===== config.mk =====
export PLATFORM = sky130hd
export DESIGN_NAME = fedl_cfg
export DESIGN_NICKNAME = d
export VERILOG_FILES = /design/src/rtl/fedl_pkg.sv /design/src/rtl/fedl_cfg.sv
export SDC_FILE = /design/constraint.sdc
export NUM_CORES = 1
export LEC_CHECK = 0
export ABC_CLOCK_PERIOD_IN_PS = 3200
export BUFFER_PORTS_ARGS = -buffer_cell sky130_fd_sc_hd__buf_2
export CAP_MARGIN = 40
export CORE_MARGIN = 1.5
export CORE_UTILIZATION = 51
export CTS_CLUSTER_DIAMETER = 80
export DETAILED_ROUTE_END_ITERATION = 10
export PLACE_DENSITY = 0.71
export SYNTH_ARGS = -nofsm -noshare
export SYNTH_HDL_FRONTEND = slang
export SYNTH_SLANG_ARGS = --single-unit

===== constraint.sdc =====
create_clock -name clk_i -period 3.2 [get_ports clk_i]
set_clock_uncertainty 0.15 [all_clocks]
set_input_delay 0.32 -clock clk_i [delete_from_list [all_inputs] [get_ports clk_i]]
set_output_delay 0.32 -clock clk_i [all_outputs]
set_load 0.01 [all_outputs]

===== src/rtl/fedl_pkg.sv =====
// Shared constants, types and register codes of the feedback echo delay line.
package fedl_pkg;

  // Delay store geometry
  localparam int unsigned Depth  = 4096;
  localparam int unsigned AddrW  = $clog2(Depth);
  localparam int unsigned CntW   = AddrW + 1;

  // Payload widths
  localparam int unsigned SampleW   = 12;
  localparam int unsigned EntryW    = 13;
  localparam int unsigned OutW      = 14;
  localparam int unsigned InTdataW  = 16;
  localparam int unsigned OutTdataW = 16;

  // Configuration registers
  localparam int unsigned DelayW   = 9;
  localparam int unsigned StrW     = 7;
  localparam int unsigned CfgIdxW  = 1;
  localparam int unsigned CfgDataW = 9;

  // Loop length is the delay setting in tens of samples
  localparam int unsigned DelayScale = 10;
  localparam int unsigned LenRawW    = DelayW + 4;

  // Feedback factor is the tens digit of the strength, applied in percent
  localparam int unsigned StrStep = 10;
  localparam int unsigned KMax    = ((1 << StrW) - 1) / StrStep;
  localparam int unsigned KW      = $clog2(KMax + 1);
  localparam int unsigned PctDiv  = 100;

  // Divide by 100 through a reciprocal; exact for products below 2^24/84
  localparam int unsigned RecipShift = 24;
  localparam int unsigned RecipMul   = ((1 << RecipShift) + PctDiv - 1) / PctDiv;
  localparam int unsigned CoefW      = 21;
  localparam int unsigned ProdW      = EntryW + CoefW;
  localparam int unsigned FbW        = 10;

  // Output queue
  localparam int unsigned QDepth = 2;
  localparam int unsigned QCntW  = $clog2(QDepth + 1);

  typedef enum logic [CfgIdxW-1:0] {
    RegDelay    = 1'b0,
    RegFeedback = 1'b1
  } cfg_reg_e;

  typedef struct packed {
    logic [CntW-1:0]  loop_len;
    logic [CoefW-1:0] coef;
  } fedl_cfg_t;

  typedef struct packed {
    logic              re;
    logic [AddrW-1:0]  raddr;
    logic              we;
    logic [AddrW-1:0]  waddr;
    logic [EntryW-1:0] wdata;
  } mem_req_t;

endpackage


===== src/rtl/fedl_cfg.sv =====
// Configuration registers: clamped loop length and premultiplied feedback coefficient.
module fedl_cfg (
  input  logic                           clk_i,
  input  logic                           rst_ni,
  input  logic                           cfg_valid_i,
  output logic                           cfg_ready_o,
  input  logic [fedl_pkg::CfgIdxW-1:0]   cfg_index_i,
  input  logic [fedl_pkg::CfgDataW-1:0]  cfg_data_i,
  output fedl_pkg::fedl_cfg_t            cfg_o
);
  import fedl_pkg::*;

  logic [CntW-1:0]    len_d, len_q;
  logic [CoefW-1:0]   coef_d, coef_q;
  logic [DelayW-1:0]  dly;
  logic [StrW-1:0]    str;
  logic [LenRawW-1:0] len_raw;
  logic [KW-1:0]      k;

  assign dly     = cfg_data_i[DelayW-1:0];
  assign str     = cfg_data_i[StrW-1:0];
  assign len_raw = LenRawW'(dly) * LenRawW'(DelayScale);

  // Tens digit of the strength
  always_comb begin
    k = '0;
    for (int unsigned j = 1; j <= KMax; j++) begin
      if (str >= StrW'(j * StrStep)) begin
        k = KW'(j);
      end
    end
  end

  always_comb begin
    len_d  = len_q;
    coef_d = coef_q;
    if (cfg_valid_i) begin
      case (cfg_reg_e'(cfg_index_i))
        RegDelay: begin
          len_d = (len_raw > LenRawW'(Depth)) ? CntW'(Depth) : CntW'(len_raw);
        end
        RegFeedback: begin
          coef_d = CoefW'(k * RecipMul);
        end
        default: begin
        end
      endcase
    end
  end

  always_ff @(posedge clk_i or negedge rst_ni) begin
    if (!rst_ni) begin
      len_q  <= '0;
      coef_q <= '0;
    end else begin
      len_q  <= len_d;
      coef_q <= coef_d;
    end
  end

  assign cfg_ready_o   = 1'b1;
  assign cfg_o.loop_len = len_q;
  assign cfg_o.coef     = coef_q;

endmodule


# Yosys cells after proc, flatten, opt, wreduce, memory -nomap -nowiden
# Cells that the tools add are included.
dict set report word_totals {
  out_inout_bits 35
  word_cells 33
  input_bits 13
  ff_bits 34
}
dict set report classes {
  mul 2
  muxes 13
  n_reduce_logical 2
  n_bitwise 1
  n_lt_le_gt_ge 13
}
# op n
set ops {}
lappend ops {{7-bit >= comparator (second input constant)} 6}
lappend ops {{4-bit 2-to-1 mux} 10}
lappend ops {{7-bit by 6-bit >= comparator with 1-bit output (second input constant)} 3}
lappend ops {{4-bit by 18-bit multiplier with 21-bit output (second input constant)} 1}
lappend ops {{7-bit by 5-bit >= comparator with 1-bit output (second input constant)} 2}
lappend ops {{13-bit greater-than comparator (second input constant)} 1}
lappend ops {{13-bit 2-to-1 mux} 1}
lappend ops {{9-bit by 3-bit multiplier with 12-bit output (second input constant)} 1}
lappend ops {{7-bit by 4-bit >= comparator with 1-bit output (second input constant)} 1}
lappend ops {{2-bit AND reduction} 2}
lappend ops {{2-bit 2-to-1 mux} 1}
lappend ops {{1-bit 2-to-1 mux} 1}
lappend ops {{1-bit NOT} 1}

# Longest topological paths before layout
dict set report logic_depth {
  ltp_word 14
  ltp_mapped 17
  ltp_nobuf 15
}

# Least setup slack after synthesis
# No wires, ideal clock.
dict set report synth_timing {
  path_kind {input port to flip-flop}
  from {input cfg_data_i[4] (netlist name)}
  to {register coef_q[17]}
  setup_ns 0.131
  setup_slack_ns -0.836
  required_ns 2.919
  n_path_buf 1
  arrival_time_ns 3.754
  path_stages 16
  path_cell_list {buf_2 -> or3b_1 -> a21boi_0 -> a211o_1 -> nor2_2 -> inv_1 -> ha_1 -> ha_1 -> inv_1 -> fa_1 -> nor2b_1 -> o31a_1 -> o21ai_1 -> a31oi_1 -> nor3b_1 -> or3b_1}
}
dict set report synth_between {
  elab_chain_len 14
  elab_cells_between_ends 25
  classes_between {1 x mul; 12 x order compare; 12 x mux}
}
# item line
set synth_lines {}
lappend synth_lines {{start: declaration} fedl_cfg.sv:8} ;# input logic [fedl_pkg::CfgDataW-1:0] cfg_data_i,
lappend synth_lines {{7-bit by 4-bit >= comparator with 1-bit output} fedl_cfg.sv:28} ;# if (str >= StrW'(j * StrStep)) begin
lappend synth_lines {{1-bit 2-to-1 mux} fedl_cfg.sv:28}
lappend synth_lines {{2-bit 2-to-1 mux} fedl_cfg.sv:28}
lappend synth_lines {{4-bit 2-to-1 mux (9 in a row)} fedl_cfg.sv:28}
lappend synth_lines {{4-bit 2-to-1 mux (*)} fedl_cfg.sv:28}
lappend synth_lines {{net k[0]} fedl_cfg.sv:18} ;# logic [KW-1:0] k;
lappend synth_lines {{4-bit by 18-bit multiplier with 21-bit output (*)} fedl_cfg.sv:43} ;# coef_d = CoefW'(k * RecipMul);
lappend synth_lines {{end signal: assignment} fedl_cfg.sv:57} ;# coef_q <= coef_d;
lappend synth_lines {{end: declaration} fedl_cfg.sv:14} ;# logic [CoefW-1:0] coef_d, coef_q;
# The timed path passes the listed nets; every way through them passes the cells marked *.
# A chain may end at the register's enable or synchronous reset.

# Worst setup path after layout
dict set report layout_timing {
  from {input cfg_data_i[3] (netlist name)}
  to {register coef_q[15]}
}
dict set report layout_between {
  elab_cells_between_ends 25
  classes_between {1 x mul; 12 x order compare; 12 x mux}
}
# item line
set layout_lines {}
lappend layout_lines {{7-bit by 5-bit >= comparator with 1-bit output} fedl_cfg.sv:28}
lappend layout_lines {{2-bit 2-to-1 mux} fedl_cfg.sv:28}
lappend layout_lines {{4-bit 2-to-1 mux (9 in a row)} fedl_cfg.sv:28}
lappend layout_lines {{4-bit 2-to-1 mux (*)} fedl_cfg.sv:28}
lappend layout_lines {{net k[1]} fedl_cfg.sv:18}
lappend layout_lines {{4-bit by 18-bit multiplier with 21-bit output (*)} fedl_cfg.sv:43}
# Marks and branches as above.

==> impl_metrics.ini <==
[outcome]
outcome = finished with violations
failed_checks = setup timing

[power_and_ir_drop]
p_per_area_nw_per_um2 = 604
p_leak_nw = 2.24
peakVddDrop_v = 0.000427

[worst_setup_path]
crit_path_frequent_cell = buf_6
crit_type = primary input to flip-flop
cp.arrival_ns = 3.84
rr_endpoint = coef_q[17]
crit_slowest_cell = fa_1
cp_top_family = adder cells
r2r_slack_ns = 1.95
cp-end-kind = flip-flop
crit_end = coef_q[15]
reg2reg_from = coef_q[17]
worst-path-buf-inv = 5
critPathMaxFanout = 4
r2r_cells = 2
path_cells = buf_2, and2_4, a221o_1, nor2_4, inv_4, ha_1, inv_1, fa_1, buf_6, fa_2, nor2b_2, o31a_1, o21ai_4, buf_6, a21boi_4, nor3_2, or3b_1
cp_data_required_time_ns = 3.21
cp.depth = 17
startpoint_type = primary input
crit_start = cfg_data_i[3]
cpPeakStageDelay_ns = 0.46

[die]
core_um2 = 5640
die_area_um2 = 6430
fp.dieW_um = 80.2
top_level_ports = 48
initial_core_util = 0.539
die_y_um = 80.2
placementRows = 27

[layout]
layout_commonest_cell = buf_4
final_cell_mix = buf_4, buf_2, dfrtp_1, ha_1, nand2_1
layout-drive-gt1-share = 0.426
area_growth_pct = 49.5
stdcell_area_um2 = 4540
instances_no_fill = 540
nets = 526
nFillCells = 340
post-route-util = 0.806

[detailed_routing]
drc_errors = 0
drt_iter0_drc = 230
num_vias = 3246
wl_um = 10200
dr.pass1.iters = 5
ant_nets = 0
wire_per_inst_um = 18.8
avgViaCountPerCell = 6.01

[yosys]
yosysSeqAreaShare = 0.272
synth_enable_flop_cells = 0
async_reset_ff_frac = 1.00
synth.distinct_cells = 60
synth_top_area_frac = 0.272
synthCells = 339
yosysWarnings = 0
syn_nets = 399
ys_top_cells_by_area = dfrtp_1, ha_1, fa_1
syn_area_um2 = 3040
yosysTopAreaCell = dfrtp_1
synth.avg_cell_area_um2 = 8.97
synth_flop_cell = dfrtp_1
ys_seq_elements = 33

[clock_network]
clock_sinks = 33
worstSkewPairLatency_ns = 0.29
cts_buffers = 5
htree_levels = 2
root_buffer = clkbuf_8
clk_pin_slew_ns = 0.07
cts_buffer_depth = 2
cts_tree = built

[grt]
grt_max_degree = 34
grt_antenna_before_repair = 1
first_global_vias = 3152
grt_overflow_total = 0
grt_first_pass_wirelength_um = 15100
grtUsageTotal = 0.303

[sta]
fin_crit_sh = 1.20
report.final.slew_viol_count = 0
setup_viol = 13
period_minus_slack_ns = 3.83
worst_pin_slew_ns = 0.915
rsz0062_at_grt = true
layout_setup_ws_ns = -0.631
hold_viol_final = 0
fmax_ghz = 0.261
relSlewSlack = 0.386

[placed_design]
gp_congestion = 0.875
dp.cells = 513
place_hpwl_um = 6340
port_buffers = 45
pre_cts_ws_ns = -0.892
dpl_cell_area_um2 = 3910

[hold_path]
hold_path_class = primary input to flip-flop

[flow_run]
drv_cap = 0
-- per-stage QoR --
step                hold WS, ns  setup TNS (ns)  power, W
floorplan                -0.126           -5.07   0.00140
global placement          0.287           -7.28   0.00192
detailed placement        0.290           -8.60   0.00196
CTS                       0.209           -3.03   0.00259
global route              0.274           -6.15   0.00290
finish                    0.227           -5.18   0.00274
-- power by group --
group,switching [W],internal (W)
registers,0.0000659,0.000546
clock network,0.000169,0.000254
logic,0.000864,0.000845
total,0.00110,0.00164
-- cell type report --
cell class                      count  area (µm²)  area share
Inverter                           21        86.3      0.0190
Antenna cell                        1        2.50    0.000551
Tap cell                           72        90.1      0.0198
Clock buffer                        7        86.3      0.0190
Clock inverter                      1        30.0     0.00661
Multi-Input combinational cell    268        2380       0.523
Sequential cell                    33         826       0.182
Timing Repair Buffer              137        1050       0.230
-- cells in the mapped netlist, types with 4 or more instances --
cell type / n
a211o_1: 4
a21o_1: 10
a21oi_1: 20
buf_2: 4
clkbuf_1: 9
dfrtp_1: 33
fa_1: 8
ha_1: 39
inv_1: 20
mux2i_1: 7
nand2_1: 27
nand3_1: 8
nor2_1: 16
nor3_1: 8
nor3b_1: 4
o211ai_1: 4
o21a_1: 6
o21ai_0: 26
o31ai_1: 7
xnor2_1: 7
xor2_1: 6
-- worst reg2reg max path: stages (launching register included) --
cell,delay (ns)
dfrtp_1,0.41
a22o_1,0.21
or3b_1,0.36
-- sequential cells by signal, summed over array words and instances, names as in the netlist --
name / flops
len_q: 12
coef_q: 21
-- routing by layer --
metal	up-vias	global-route usage	routed length, µm
met5	-	0	0
met4	0	0.0862	295
met3	34	0.0511	591
met2	163	0.525	4940
met1	1562	0.386	4320
li1	1487	-	-
-- worst min path at each step --
stage | start | to | slack [ns] | cells past startpoint
after global placement | rst_ni | len_q[10] | 0.29 | 1
after CTS | cfg_data_i[0] | len_q[1] | 0.21 | 3
after floorplan | rst_ni | coef_q[0] | -0.13 | 0
after detailed placement | rst_ni | len_q[10] | 0.29 | 1
after global routing | cfg_data_i[0] | len_q[1] | 0.27 | 3
final | cfg_data_i[0] | len_q[1] | 0.23 | 3
-- kinds of logic after synthesis --
family                     share of synthesized area
adders and majority gates                      0.220
xor gates and xnor gates                      0.0375
AOI/OAI and AO/OA                              0.230
muxes                                         0.0305
other                                        0.00247
DFF                                            0.272
and+or+nand+nor                                0.154
buffers and inverters                         0.0535
-- repair_timing --
action / 4_1_cts / 5_1_grt
gates cloned: 2 / 0
hold endpoints to repair: 33 / 0
endpoints found under the setup margin: 13 / 13
hold buffers: 1 / 0
buffers inserted: 9 / 10
gates resized for setup: 59 / 28
pin swaps: 31 / 30
(Power assumes the default switching activity.)
