File: src/rtl/fedl_pkg.sv
// Shared constants, types and register codes of the feedback echo delay line.
package fedl_pkg;

  // Delay store geometry
  localparam int unsigned Depth  = 4096;
  localparam int unsigned AddrW  = $clog2(Depth);
  localparam int unsigned CntW   = AddrW + 1;

  // Payload widths
  localparam int unsigned SampleW   = 12;
  localparam int unsigned EntryW    = 13;
  localparam int unsigned OutW      = 14;
  localparam int unsigned InTdataW  = 16;
  localparam int unsigned OutTdataW = 16;

  // Configuration registers
  localparam int unsigned DelayW   = 9;
  localparam int unsigned StrW     = 7;
  localparam int unsigned CfgIdxW  = 1;
  localparam int unsigned CfgDataW = 9;

  // Loop length is the delay setting in tens of samples
  localparam int unsigned DelayScale = 10;
  localparam int unsigned LenRawW    = DelayW + 4;

  // Feedback factor is the tens digit of the strength, applied in percent
  localparam int unsigned StrStep = 10;
  localparam int unsigned KMax    = ((1 << StrW) - 1) / StrStep;
  localparam int unsigned KW      = $clog2(KMax + 1);
  localparam int unsigned PctDiv  = 100;

  // Divide by 100 through a reciprocal; exact for products below 2^24/84
  localparam int unsigned RecipShift = 24;
  localparam int unsigned RecipMul   = ((1 << RecipShift) + PctDiv - 1) / PctDiv;
  localparam int unsigned CoefW      = 21;
  localparam int unsigned ProdW      = EntryW + CoefW;
  localparam int unsigned FbW        = 10;

  // Output queue
  localparam int unsigned QDepth = 2;
  localparam int unsigned QCntW  = $clog2(QDepth + 1);

  typedef enum logic [CfgIdxW-1:0] {
    RegDelay    = 1'b0,
    RegFeedback = 1'b1
  } cfg_reg_e;

  typedef struct packed {
    logic [CntW-1:0]  loop_len;
    logic [CoefW-1:0] coef;
  } fedl_cfg_t;

  typedef struct packed {
    logic              re;
    logic [AddrW-1:0]  raddr;
    logic              we;
    logic [AddrW-1:0]  waddr;
    logic [EntryW-1:0] wdata;
  } mem_req_t;

endpackage

File: src/rtl/fedl_outq.sv
// Two-entry output queue that drives the master stream.
module fedl_outq (
  input  logic                             clk_i,
  input  logic                             rst_ni,
  input  logic                             push_i,
  input  logic [fedl_pkg::OutW-1:0]        push_data_i,
  output logic [fedl_pkg::QCntW-1:0]       count_o,
  output logic                             m_axis_tvalid,
  input  logic                             m_axis_tready,
  output logic [fedl_pkg::OutTdataW-1:0]   m_axis_tdata  // [13:0] sample_out
);
  import fedl_pkg::*;

  logic [OutW-1:0]  slot_q [QDepth];
  logic             wr_ptr_d, wr_ptr_q;
  logic             rd_ptr_d, rd_ptr_q;
  logic [QCntW-1:0] cnt_d, cnt_q;
  logic             pop;

  assign pop      = m_axis_tvalid && m_axis_tready;
  assign wr_ptr_d = push_i ? !wr_ptr_q : wr_ptr_q;
  assign rd_ptr_d = pop ? !rd_ptr_q : rd_ptr_q;

  always_comb begin
    cnt_d = cnt_q;
    if (push_i && !pop) begin
      cnt_d = cnt_q + QCntW'(1);
    end else if (!push_i && pop) begin
      cnt_d = cnt_q - QCntW'(1);
    end
  end

  always_ff @(posedge clk_i) begin
    if (push_i) begin
      slot_q[wr_ptr_q] <= push_data_i;
    end
  end

  always_ff @(posedge clk_i or negedge rst_ni) begin
    if (!rst_ni) begin
      wr_ptr_q <= 1'b0;
      rd_ptr_q <= 1'b0;
      cnt_q    <= '0;
    end else begin
      wr_ptr_q <= wr_ptr_d;
      rd_ptr_q <= rd_ptr_d;
      cnt_q    <= cnt_d;
    end
  end

  assign count_o       = cnt_q;
  assign m_axis_tvalid = cnt_q != '0;
  assign m_axis_tdata  = {{(OutTdataW - OutW){1'b0}}, slot_q[rd_ptr_q]};

  a_no_push_when_full: assert property (@(posedge clk_i) disable iff (!rst_ni)
    push_i |-> (cnt_q != QCntW'(QDepth)))
    else $error("output queue overflow");

endmodule

File: config.mk
export PLATFORM = sky130hd
export DESIGN_NAME = fedl_outq
export DESIGN_NICKNAME = d
export VERILOG_FILES = /design/src/rtl/fedl_pkg.sv /design/src/rtl/fedl_outq.sv
export SDC_FILE = /design/constraint.sdc
export NUM_CORES = 1
export LEC_CHECK = 0
export BUFFER_PORTS_ARGS = -buffer_cell sky130_fd_sc_hd__buf_2
export CAP_MARGIN = 20
export CORE_ASPECT_RATIO = 0.6
export CORE_MARGIN = 2
export CORE_UTILIZATION = 45
export DETAILED_ROUTE_END_ITERATION = 6
export GPL_TIMING_DRIVEN = 0
export PLACE_DENSITY = 0.7
export SETUP_SLACK_MARGIN = 0.05
export SYNTH_ARGS = -nofsm -noshare
export SYNTH_HDL_FRONTEND = slang
export SYNTH_SLANG_ARGS = --single-unit
File: constraint.sdc
create_clock -name clk_i -period 1.43 [get_ports clk_i]
set_input_delay 0 -clock clk_i [delete_from_list [all_inputs] [get_ports clk_i]]
set_output_delay 0 -clock clk_i [all_outputs]
set_load 0.01 [all_outputs]
Word-level counts from Yosys, hierarchy flattened
Memory sizes are Yosys's and may differ from the RTL's. Cells that the tools add are included.

Register bits: 4. Bits in writable memories: 28. Input bits: 18. Output and inout port bits: 19. Logic and storage cells: 19. Memories kept: 1.

$add $sub $neg: 2. Mux-type cells: 4. Reduce and logical (&&, ||, !) cells: 9.

Memory list: slot_q (words 2, bits a word 14, rd ports 1, clocked after memory_dff 0, wr ports 1, RTL line fedl_outq.sv:14) `logic [OutW-1:0] slot_q [QDepth];`.

Operators by type and width (count): 1-bit logical NOT (4); 2-bit 2-to-1 mux (2); 2-bit nonzero test (2); 1-bit logical AND (3); 2-bit by 1-bit adder with 2-bit output, second input constant (1); 1-bit 2-to-1 mux (2); 2-bit by 1-bit subtractor with 2-bit output, second input constant (1).

Depth between registers and ports, before layout
Gate-level depths: netlist (run 1).

Depth after elaboration: 5. Gate-level depth with buffers: 6. Mapped depth without buffers: 6.

Worst setup path after synthesis (run 1)
OpenSTA, ideal clock, no wires.

Path kind: reg2reg. Start point: reg wr_ptr_q. End point: mem slot_q[0][0], enable pin. Setup time: 0.386 ns. Data arrival time: 1.051 ns. Required time: 1.044 ns. Setup slack: -0.007 ns. Cell stages (with the launch flop): 2. Path buffers: 0. Clock period less this slack: 1.437 ns. Path through: dfrtp_1 -> nor2b_1.

RTL lines: from (decl) (RTL line fedl_outq.sv:15) `logic wr_ptr_d, wr_ptr_q;`; from (signal assigned) (RTL line fedl_outq.sv:45) `wr_ptr_q <= wr_ptr_d;`; to (decl) (RTL line fedl_outq.sv:14).

No word-level cell before the write port.

Final worst setup path (run 1)
Start point: reg cnt_q[1], in the netlist count_o[1]. End point: reg cnt_q[1], in the netlist count_o[1].

Word-level cells in the longest chain between the ends: 5. Elaborated cells between the ends (all ways): 10. Classes of those cells: add/sub: 2; mux: 2; reduce/logical: 6.

RTL lines: from (decl) (RTL line fedl_outq.sv:17) `logic [QCntW-1:0] cnt_d, cnt_q;`; from (signal assigned) (RTL line fedl_outq.sv:47) `cnt_q <= cnt_d;`; branches (longest 5 deep; another with 2-bit by 1-bit subtractor with 2-bit output).

Parallel ways; which one is timed is not known. The select of a mux whose other input is x is not followed. A chain may end at the register's enable or synchronous reset.

==> results of run 1 <==
-- registers in the layout, indices dropped and copies added (netlist names) --
name	count
slot_q	28
count_o	2
rd_ptr_q	1
wr_ptr_q	1
-- stage by stage --
stage | total power [mW] | cell area, um^2 | std cells
finish | 3.12 | 1750 | 155
global route | 3.33 | 1750 | 155
CTS | 3.08 | 1720 | 154
detailed placement | 2.45 | 1490 | 129
global placement | 2.43 | 1490 | 129
floorplan | 2.12 | 1280 | 63
-- worst max path at each step --
stage | startpoint | to | slack, ps | cells after the start
2_1_floorplan | count_o[0]$_DFFE_PN0P_ | count_o[1]$_DFFE_PN0P_ | 60 | 6
3_3_place_gp | wr_ptr_q$_DFFE_PN0P_ | slot_q[0][2]$_DFFE_PP_ | 30 | 1
3_5_place_dp | wr_ptr_q$_DFFE_PN0P_ | slot_q[0][6]$_DFFE_PP_ | 40 | 1
4_1_cts | wr_ptr_q$_DFFE_PN0P_ | slot_q[0][1]$_DFFE_PP_ | 30 | 1
5_1_grt | count_o[1]$_DFFE_PN0P_ | count_o[1]$_DFFE_PN0P_ | -10 | 6
6_report | count_o[1]$_DFFE_PN0P_ | count_o[1]$_DFFE_PN0P_ | 50 | 6
-- power breakdown --
part | switching [mW] | internal (mW) | total (mW)
logic | 0.520 | 0.621 | 1.14
clock network | 0.293 | 0.338 | 0.630
registers | 0.0866 | 1.26 | 1.35
-- routing by layer --
metal,vias up,GRT usage (%),share of wire [%]
li1,345,-,-
met1,325,16.2,42
met2,23,27.2,51
met3,0,9.15,6.4
met4,0,4.44,0
met5,-,0,0
-- cell usage in the layout, fill, tap and decap left out --
master / n
buf_2: 34
nor2_2: 1
clkinv_1: 1
clkbuf_1: 2
conb_1: 2
mux2_4: 9
dlygate4sd3_1: 17
nor2b_4: 1
xor2_1: 3
edfxtp_1: 28
xnor2_1: 2
and2_2: 1
ha_1: 1
dfrtp_1: 4
buf_12: 1
or2_4: 1
buf_4: 4
mux2_2: 5
clkbuf_8: 5
nand2_2: 1
-- cell type report --
cell class,count,area [um^2]
fill,181,843
clock inverter,1,3.75
timing repair buffer,53,355
tap,32,40.0
multi-input combinational,27,298
buffer,3,35.0
clock buffer,7,76.3
sequential,32,941
-- kinds of logic (layout without fill, tap and decap cells) --
logic type	count (synthesis)	after routing	share of synthesized area, %
xor+xnor	5	5	3.46
simple gates	5	5	2.27
buf+inv	4	64	3.65
other cells	1	2	0.296
mux	14	14	15.1
flops	32	32	74.2
fa+ha+maj	1	1	0.987
-- worst reg2reg max path: stages, from the launching register on --
cell,delay (ps)
dfrtp_1,390
or2_4,260
nand2_2,90
ha_1,170
xor2_1,170
nor2_2,50
xor2_1,130
-- repair_timing --
action,4_1_cts,5_1_grt
endpoints found under the setup margin,18,32
pin swaps,0,1
hold buffers,17,0
buffers inserted,1,1
resized for setup,0,5
hold endpoints to repair,34,0
==> metrics.log, run 1 <==
INFO  metric drt-vias-per-instance = 4.47
INFO  metric path_clk_slew = 60 ps
INFO  metric r2r_cells = 6
INFO  metric top_level_ports = 37
INFO  metric netlist.top_cell.by_area = edfxtp_1
INFO  metric cap_violations = 0
INFO  metric synthMostInstantiatedCell = edfxtp_1
INFO  metric cts_max_path_buffers = 2
INFO  metric placement_rows = 14
INFO  metric antenna_found_initial = 0
INFO  metric crit_path_start_kind = flip-flop
INFO  metric synthCells = 62
INFO  metric drc = 0
INFO  metric gp_congestion = 0.627
INFO  metric synthesis.area = 1270 um^2
INFO  metric r2r_setup_slack = 50 ps
INFO  metric core_area = 2590 um^2
INFO  metric place_worst_setup_slack = 39.3 ps
INFO  metric p_leak = 0.728 nW
INFO  metric final_antenna_net_count = 0
INFO  metric antennaDiodeCount = 0
INFO  metric drt_first_iter_violations = 41
INFO  metric timing.critical_path.to_type = flip-flop
INFO  metric worst_ep_arrival_time = 1530 ps
INFO  metric setup_repair_after_global_routing_missed_its_margin = true
INFO  metric detail_route.wirelength = 2170 um
INFO  metric grt_remaining_overflow = 0
INFO  metric detail_route.first_pass.iterations = 4
INFO  metric critical_path_peak_fanout = 3
INFO  metric clock-root-buffer = clkbuf_8
INFO  metric timing.final.hold_violations = 0
INFO  metric detailroute.via_count = 693
INFO  metric global_route_wire_length_before_repair = 3340 um
INFO  metric postSynth.topFlopCell = edfxtp_1
INFO  metric grt_util_all_layers = 15.5%
INFO  metric synth.top_cell.area_share = 66.3%
INFO  metric dieArea = 3270 um^2
INFO  metric area_growth = 38.0%
INFO  metric largest_net_degree_at_the_start_of_global_routing = 16
INFO  metric totalNegativeSetupSlack = 0 ps
INFO  metric finalSetupViolations = 0
INFO  metric layout.core_utilization = 67.5%
INFO  metric r2r-start = count_o[1]$_DFFE_PN0P_
INFO  metric chipWidth = 72.5 um
INFO  metric cell_area_power_density = 1780 nW/um^2
INFO  metric timing.critical_path.max_delay_family = simple AND/OR/NAND/NOR gates
INFO  metric cells_along_the_critical_path = or2_4 > nand2_2 > ha_1 > xor2_1 > nor2_2 > xor2_1
INFO  metric yosys_warnings = 0
INFO  metric average_size_of_a_mapped_cell = 20.4 um^2
INFO  metric synth-edff-count = 28
INFO  metric clock_sinks = 32
INFO  metric ys_top_cells_by_area = edfxtp_1 (66%), mux2_4 (11%), dfrtp_1 (7.9%), mux2_2 (4.4%), xor2_1 (2.1%)
INFO  metric path_class = flip-flop to flip-flop
INFO  metric holdCritPathClass = input port to async pin
INFO  metric async_flop_share = 12.5%
INFO  metric htreeDepth = 2
INFO  metric floorplan.initialDensity = 48.9%
INFO  metric critical_path.n_buffers_inverters = 0
INFO  metric peakVddDrop = 0.00116 V
INFO  metric hpwlAfterDp = 1260 um
INFO  metric commonest_cells_in_the_netlist = edfxtp_1 (28), mux2_4 (9), mux2_2 (5)
INFO  metric post_synth_num_cell_types = 16
INFO  metric fin_crit = 1380 ps
INFO  metric cp_slowest_cell = dfrtp_1
INFO  metric buffers_on_ports = 34
INFO  metric final.setup_skew = 6.77 ps
INFO  metric cts_made_buffers = 5
INFO  metric clock_tree_from_tritoncts = done
INFO  metric design.final.nets = 141
INFO  metric final.hold.worst_slack = 106 ps
INFO  metric finalMaxSlewViolations = 0
INFO  metric fp.dieH = 45.1 um
INFO  metric finalWorstSetupSlack = 54.6 ps
INFO  metric run_status = completed
INFO  metric worstReg2RegEnd = count_o[1]$_DFFE_PN0P_
INFO  metric critical_path.most_common_cell = xor2_1
INFO  metric drive_above_1_share = 51.2%
INFO  metric yosysSeqAreaShare = 74.2%
INFO  metric first_global_vias = 719
INFO  metric synth_seq_cells = 32
INFO  metric latest_clock_arrival_within_the_worst_skew_pair = 270 ps
INFO  metric worst_ep_required_time = 1590 ps
INFO  metric cp_slowest_stage_delay = 390 ps
INFO  metric maxClockFrequency = 727 MHz
INFO  metric avgRoutedWirePerCell = 14.0 um
INFO  metric min_period_over_period = 96.2%
Power figures use the tool's default switching activity.
==> inputs of run 2 (changes only) <==
--- a/config.mk
+++ b/config.mk
@@ -11,7 +11,6 @@
 export CORE_MARGIN = 2
 export CORE_UTILIZATION = 45
 export DETAILED_ROUTE_END_ITERATION = 6
-export GPL_TIMING_DRIVEN = 0
 export PLACE_DENSITY = 0.7
 export SETUP_SLACK_MARGIN = 0.05
 export SYNTH_ARGS = -nofsm -noshare
==> run 2 against run 1 <==
Against the previous run: register-to-register slack better by 60 ps; global-route usage is 1.4 points lower; die area stayed put; via count is 3.5% higher; clock power is 1% lower.
==> metrics.log, run 2 (same netlist as run 1, synthesis figures left out) <==
INFO  metric finalSetupViolations = 0 (unchanged)
INFO  metric r2r-start = count_o[0]$_DFFE_PN0P_
INFO  metric largest_net_degree_at_the_start_of_global_routing = 11 (-5)
INFO  metric avgRoutedWirePerCell = 12.6 um (-9.9%)
INFO  metric buffers_on_ports = 34 (unchanged)
INFO  metric drc = 0 (unchanged)
INFO  metric clock_sinks = 32 (unchanged)
INFO  metric worstReg2RegEnd = count_o[1]$_DFFE_PN0P_
INFO  metric latest_clock_arrival_within_the_worst_skew_pair = 270 ps (about the same)
INFO  metric path_clk_slew = 60 ps (about the same)
INFO  metric global_route_wire_length_before_repair = 3130 um (-6.2%)
INFO  metric final.setup_skew = 5.60 ps (-1.18 ps)
INFO  metric top_level_ports = 37 (unchanged)
INFO  metric peakVddDrop = 0.00116 V (about the same)
INFO  metric run_status = completed
INFO  metric r2r_setup_slack = 110 ps (+60 ps)
INFO  metric grt_util_all_layers = 14.1% (-1.4 points)
INFO  metric worst_ep_arrival_time = 1330 ps (-200 ps)
INFO  metric finalMaxSlewViolations = 0 (unchanged)
INFO  metric placement_rows = 14 (unchanged)
INFO  metric timing.final.hold_violations = 0 (unchanged)
INFO  metric finalWorstSetupSlack = 104 ps (+49.4 ps)
INFO  metric cts_max_path_buffers = 2 (unchanged)
INFO  metric totalNegativeSetupSlack = 0 ps (unchanged)
INFO  metric critical_path_peak_fanout = 6 (+3)
INFO  metric clock-root-buffer = clkbuf_8
INFO  metric final_antenna_net_count = 0 (unchanged)
INFO  metric fin_total_pwr = 3.19 mW (+2.3%)
INFO  metric cell_area_power_density = 1780 nW/um^2 (-0.36%)
INFO  metric flip_flop_count_of_the_largest_register_after_layout = 28 (unchanged)
INFO  metric p_leak = 0.748 nW (+2.6%)
INFO  metric maxClockFrequency = 754 MHz (+3.7%)
INFO  metric first_global_vias = 707 (-1.7%)
INFO  metric antennaDiodeCount = 0 (unchanged)
INFO  metric post_dp_cell_area = 1490 um^2 (about the same)
INFO  metric place_worst_setup_slack = 76.5 ps (+37.1 ps)
INFO  metric dieArea = 3270 um^2 (unchanged)
INFO  metric fin_cells = 160 (+3.2%)
INFO  metric drt-met1-wl = 913 um (-0.11%)
INFO  metric r2r_cells = 6 (unchanged)
INFO  metric dp_cells = 131 (+1.6%)
INFO  metric mostFrequentLayoutCell = buf_2
INFO  metric timing.critical_path.to_type = primary output
INFO  metric grt_remaining_overflow = 0 (unchanged)
INFO  metric final_cell_mix = buf_2 (34), edfxtp_1 (28), dlygate4sd3_1 (17)
INFO  metric area_growth = 41.8%
INFO  metric core_area = 2590 um^2 (unchanged)
INFO  metric layout.core_utilization = 69.3% (+1.8 points)
INFO  metric drt_first_iter_violations = 43 (+4.9%)
INFO  metric detail_route.first_pass.iterations = 4 (unchanged)
INFO  metric path_class = flip-flop to primary output
INFO  metric fp.dieH = 45.1 um (unchanged)
INFO  metric regMostFlops = slot_q
INFO  metric final.hold.worst_slack = 62.6 ps (-43.0 ps)
INFO  metric min_period_over_period = 92.7% (-3.5 points)
INFO  metric cap_violations = 0 (unchanged)
INFO  metric crit_path_start_kind = flip-flop
INFO  metric chipWidth = 72.5 um (unchanged)
INFO  metric final_cell_area = 1800 um^2 (+2.7%)
INFO  metric htreeDepth = 2 (unchanged)
INFO  metric cts_made_buffers = 5 (unchanged)
INFO  metric dr_wl_met3 = 125 um (-9.4%)
INFO  metric fin_crit = 1330 ps (-49.4 ps)
INFO  metric highest_layer = met3
INFO  metric detailroute.via_count = 717 (+3.5%)
INFO  metric hpwlAfterDp = 1360 um (+8.4%)
INFO  metric antenna_found_initial = 0 (unchanged)
INFO  metric design.final.nets = 146 (+3.5%)
INFO  metric detailroute.wirelength.met2 = 974 um (-12%)
INFO  metric worst_ep_required_time = 1430 ps (-160 ps)
INFO  metric detail_route.wirelength = 2010 um (-7.0%)
INFO  metric floorplan.initialDensity = 48.9% (unchanged)
INFO  metric drt-vias-per-instance = 4.48 (+0.23%)
INFO  metric clock_tree_from_tritoncts = done
INFO  metric holdCritPathClass = input port to async pin
INFO  metric gp_congestion = 0.655 (+4.5%)
INFO  metric setup_repair_after_global_routing_missed_its_margin = false
INFO  metric drive_above_1_share = 56.3% (+5.0 points)
==> run 2: repair_timing <==
item / 4_1_cts / 5_1_grt
gates resized for setup: 1 / 6
hold buffers: 17 / 0
endpoints found under the setup margin: 11 / 1
hold endpoints to repair: 34 / 0
setup buffers: 2 / 2
pin swaps: 0 / 2
==> run 2: area by class of cell <==
type                            instances  area [um^2]
Clock inverter                          1         5.00
Multi-Input combinational cell         27          317
Timing Repair Buffer                   61          415
Tap cell                               32         40.0
Clock buffer                            7         76.3
Sequential cell                        32          943
Fill cell                             191          796
==> run 2: how the worst max path moves through the flow <==
stage                           startpoint                endpoint  slack (ps)  cells past startpoint
finish                rd_ptr_q$_DFFE_PN0P_        m_axis_tdata[10]         100                      3
floorplan           count_o[0]$_DFFE_PN0P_  count_o[1]$_DFFE_PN0P_          60                      6
detailed placement  count_o[1]$_DFFE_PN0P_  count_o[1]$_DFFE_PN0P_          80                      6
global route        count_o[0]$_DFFE_PN0P_  count_o[1]$_DFFE_PN0P_          60                      6
global placement    count_o[0]$_DFFE_PN0P_  count_o[1]$_DFFE_PN0P_         110                      6
CTS                 count_o[1]$_DFFE_PN0P_  count_o[1]$_DFFE_PN0P_          60                      6
==> run 2: routing by layer <==
metal | global-route usage [%] | up-vias
met5 | 0 | -
met4 | 5.56 | 0
met3 | 6.03 | 0
met2 | 23.5 | 27
met1 | 16.5 | 336
li1 | - | 354
==> run 2: power breakdown <==
group	switching (mW)	internal, mW	total (mW)
Combinational	0.529	0.685	1.21
Clock	0.283	0.340	0.623
Sequential	0.0899	1.27	1.36
==> run 2: critical path: stages, from the launching register on <==
cell and delay, ps:
dfrtp_2 430, buf_4 180, mux2_4 310, buf_2 140
==> inputs of run 3 (changes only) <==
--- a/config.mk
+++ b/config.mk
@@ -11,7 +11,7 @@
 export CORE_MARGIN = 2
 export CORE_UTILIZATION = 45
 export DETAILED_ROUTE_END_ITERATION = 6
-export PLACE_DENSITY = 0.7
+export PLACE_DENSITY = 0.74
 export SETUP_SLACK_MARGIN = 0.05
 export SYNTH_ARGS = -nofsm -noshare
 export SYNTH_HDL_FRONTEND = slang
==> run 3 against run 2 <==
Against the previous run: combinational power hardly changed; via count down 1.8%; count of clock-buffer cells in the layout did not move; flip-flop and latch count did not move; critical path depth grew 3; first-iteration DRC count shrank 40%; non-clock buffer count shrank 1; power down 1.8%; global-route usage is 0.54 points higher; sequential power hardly changed; clock power about the same; clock skew decreased by 3.2 ps.
==> metrics.log, run 3 (same netlist as run 1, synthesis figures left out) <==
INFO  metric run_status = completed
INFO  metric regMostFlops = slot_q
INFO  metric worst_ep_arrival_time = 1510 ps (+180 ps)
INFO  metric detailroute.via_count = 704 (-1.8%)
INFO  metric final_antenna_net_count = 0 (unchanged)
INFO  metric r2r_cells = 6 (unchanged)
INFO  metric drt_first_iter_violations = 26 (-40%)
INFO  metric dieArea = 3270 um^2 (unchanged)
INFO  metric clock_tree_from_tritoncts = done
INFO  metric buffers_on_ports = 34 (unchanged)
INFO  metric place_worst_setup_slack = 75.7 ps (-0.755 ps)
INFO  metric finalSetupViolations = 0 (unchanged)
INFO  metric path_clk_slew = 60 ps (about the same)
INFO  metric cp-startpoint = count_o[1]$_DFFE_PN0P_
INFO  metric path_class = flip-flop to flip-flop
INFO  metric first_global_vias = 764 (+8.1%)
INFO  metric drt-vias-per-instance = 4.43 (-1.2%)
INFO  metric min_period_over_period = 94.9% (+2.1 points)
INFO  metric hpwlAfterDp = 1310 um (-3.8%)
INFO  metric htreeDepth = 2 (unchanged)
INFO  metric largest_net_degree_at_the_start_of_global_routing = 10 (-1)
INFO  metric flip_flop_count_of_the_largest_register_after_layout = 28 (unchanged)
INFO  metric cts_made_buffers = 5 (unchanged)
INFO  metric crit_path_start_kind = flip-flop
INFO  metric worstReg2RegEnd = count_o[1]$_DFFE_PN0P_
INFO  metric drive_above_1_share = 52.0% (-4.3 points)
INFO  metric cell_area_power_density = 1780 nW/um^2 (+0.13%)
INFO  metric top_level_ports = 37 (unchanged)
INFO  metric finalMaxSlewViolations = 0 (unchanged)
INFO  metric critPathCapture = count_o[1]$_DFFE_PN0P_
INFO  metric ff_latch_area = 942 um^2 (-0.13%)
INFO  metric global_route_wire_length_before_repair = 3310 um (+5.5%)
INFO  metric design.final.nets = 145 (-0.68%)
INFO  metric worst_ep_required_time = 1590 ps (+160 ps)
INFO  metric floorplan.initialDensity = 48.9% (unchanged)
INFO  metric core_area = 2590 um^2 (unchanged)
INFO  metric final.setup_skew = 2.44 ps (-3.16 ps)
INFO  metric drc = 0 (unchanged)
INFO  metric antenna_found_initial = 0 (unchanged)
INFO  metric multi_input_comb_area = 289 um^2 (-8.7%)
INFO  metric clock-root-buffer = clkbuf_8
INFO  metric p_leak = 0.738 nW (-1.3%)
INFO  metric grt_util_all_layers = 14.6% (+0.54 points)
INFO  metric maxClockFrequency = 737 MHz (-2.2%)
INFO  metric detail_route.first_pass.iterations = 3 (-1)
INFO  metric area_growth = 39.1%
INFO  metric fillers = 177 (-7.3%)
INFO  metric detail_route.wirelength = 1980 um (-1.9%)
INFO  metric fp.dieH = 45.1 um (unchanged)
INFO  metric timing.critical_path.to_type = flip-flop
INFO  metric r2r_setup_slack = 70 ps (-40 ps)
INFO  metric critical_path_peak_fanout = 2 (-4)
INFO  metric setup_repair_after_global_routing_missed_its_margin = true
INFO  metric antennaDiodeCount = 0 (unchanged)
INFO  metric timing.final.hold_violations = 0 (unchanged)
INFO  metric clock_sinks = 32 (unchanged)
INFO  metric grt_remaining_overflow = 0 (unchanged)
INFO  metric r2r-start = count_o[1]$_DFFE_PN0P_
INFO  metric peakVddDrop = 0.000854 V (-27%)
INFO  metric chipWidth = 72.5 um (unchanged)
INFO  metric totalNegativeSetupSlack = 0 ps (unchanged)
INFO  metric cap_violations = 0 (unchanged)
INFO  metric mostFrequentLayoutCell = buf_2
INFO  metric placement_rows = 14 (unchanged)
INFO  metric holdCritPathClass = input port to async pin
INFO  metric avgRoutedWirePerCell = 12.4 um (-1.3%)
INFO  metric latest_clock_arrival_within_the_worst_skew_pair = 270 ps (about the same)
INFO  metric cts_max_path_buffers = 2 (unchanged)
INFO  metric gp_congestion = 0.636 (-2.8%)
INFO  metric final_cell_mix = buf_2 (34), edfxtp_1 (28), dlygate4sd3_1 (17)
INFO  metric finalWorstSetupSlack = 73.4 ps (-30.5 ps)
INFO  metric fin_crit = 1360 ps (+30.5 ps)
run 3: layer usage:
metal | routed length [um] | vias up | part of all wire [%] | GRT usage, %
li1 | - | 349 | - | -
met3 | 129 | 5 | 6.5 | 6.70
met2 | 922 | 24 | 47 | 23.9
met4 | 30 | 0 | 1.5 | 8.89
met1 | 894 | 326 | 45 | 16.1
met5 | 0 | - | 0 | 0
run 3: worst min path at each step:
| stage | to | slack [ps] | cells past startpoint |
|---|---|---|---|
| 2_1_floorplan | count_o[0]$_DFFE_PN0P_ | -300 | 0 |
| 3_3_place_gp | count_o[1]$_DFFE_PN0P_ | -190 | 1 |
| 3_5_place_dp | count_o[1]$_DFFE_PN0P_ | -190 | 1 |
| 4_1_cts | count_o[0]$_DFFE_PN0P_ | 40 | 2 |
| 5_1_grt | count_o[0]$_DFFE_PN0P_ | 50 | 2 |
| 6_report | count_o[0]$_DFFE_PN0P_ | 60 | 2 |
run 3: timing repair:
item                                    in CTS  in global routing
hold endpoints to repair                    34                  0
gates resized for setup                      2                  0
hold buffers                                17                  0
setup buffers                                0                  2
pin swaps                                    0                  1
endpoints found under the setup margin      12                  8
run 3: through the flow:
| stage | std cells | power [mW] | utilization [%] | hold WS, ps | cell area (um^2) |
|---|---|---|---|---|---|
| floorplan | 63 | 2.12 | - | -296 | 1280 |
| global route | 159 | 3.34 | 68.0 | 53.0 | 1760 |
| detailed placement | 132 | 2.45 | 57.6 | -187 | 1490 |
| global placement | 132 | 2.43 | 57.6 | -193 | 1490 |
| finish | 159 | 3.14 | 68.0 | 63.7 | 1760 |
| CTS | 157 | 3.15 | 67.4 | 39.6 | 1750 |
run 3: critical path, stage by stage, from the launching register on:
cell and delay (ps):
dfrtp_1 380, or2_4 260, nand2_2 90, ha_1 160, xor2_1 150, nor2_1 70
xor2_1 140
run 3: final cells by class:
type | count | share of cell area [%]
Clock buffer | 7 | 4.33
Clock inverter | 1 | 0.213
Multi-Input combinational cell | 27 | 16.4
Sequential cell | 32 | 53.4
Tap cell | 32 | 2.27
Timing Repair Buffer | 60 | 23.3
run 3: power by group:
group	total, mW	switching (mW)	internal (mW)
registers	1.34	0.0772	1.26
clock network	0.621	0.283	0.338
logic	1.18	0.521	0.656
total	3.14	0.882	2.26
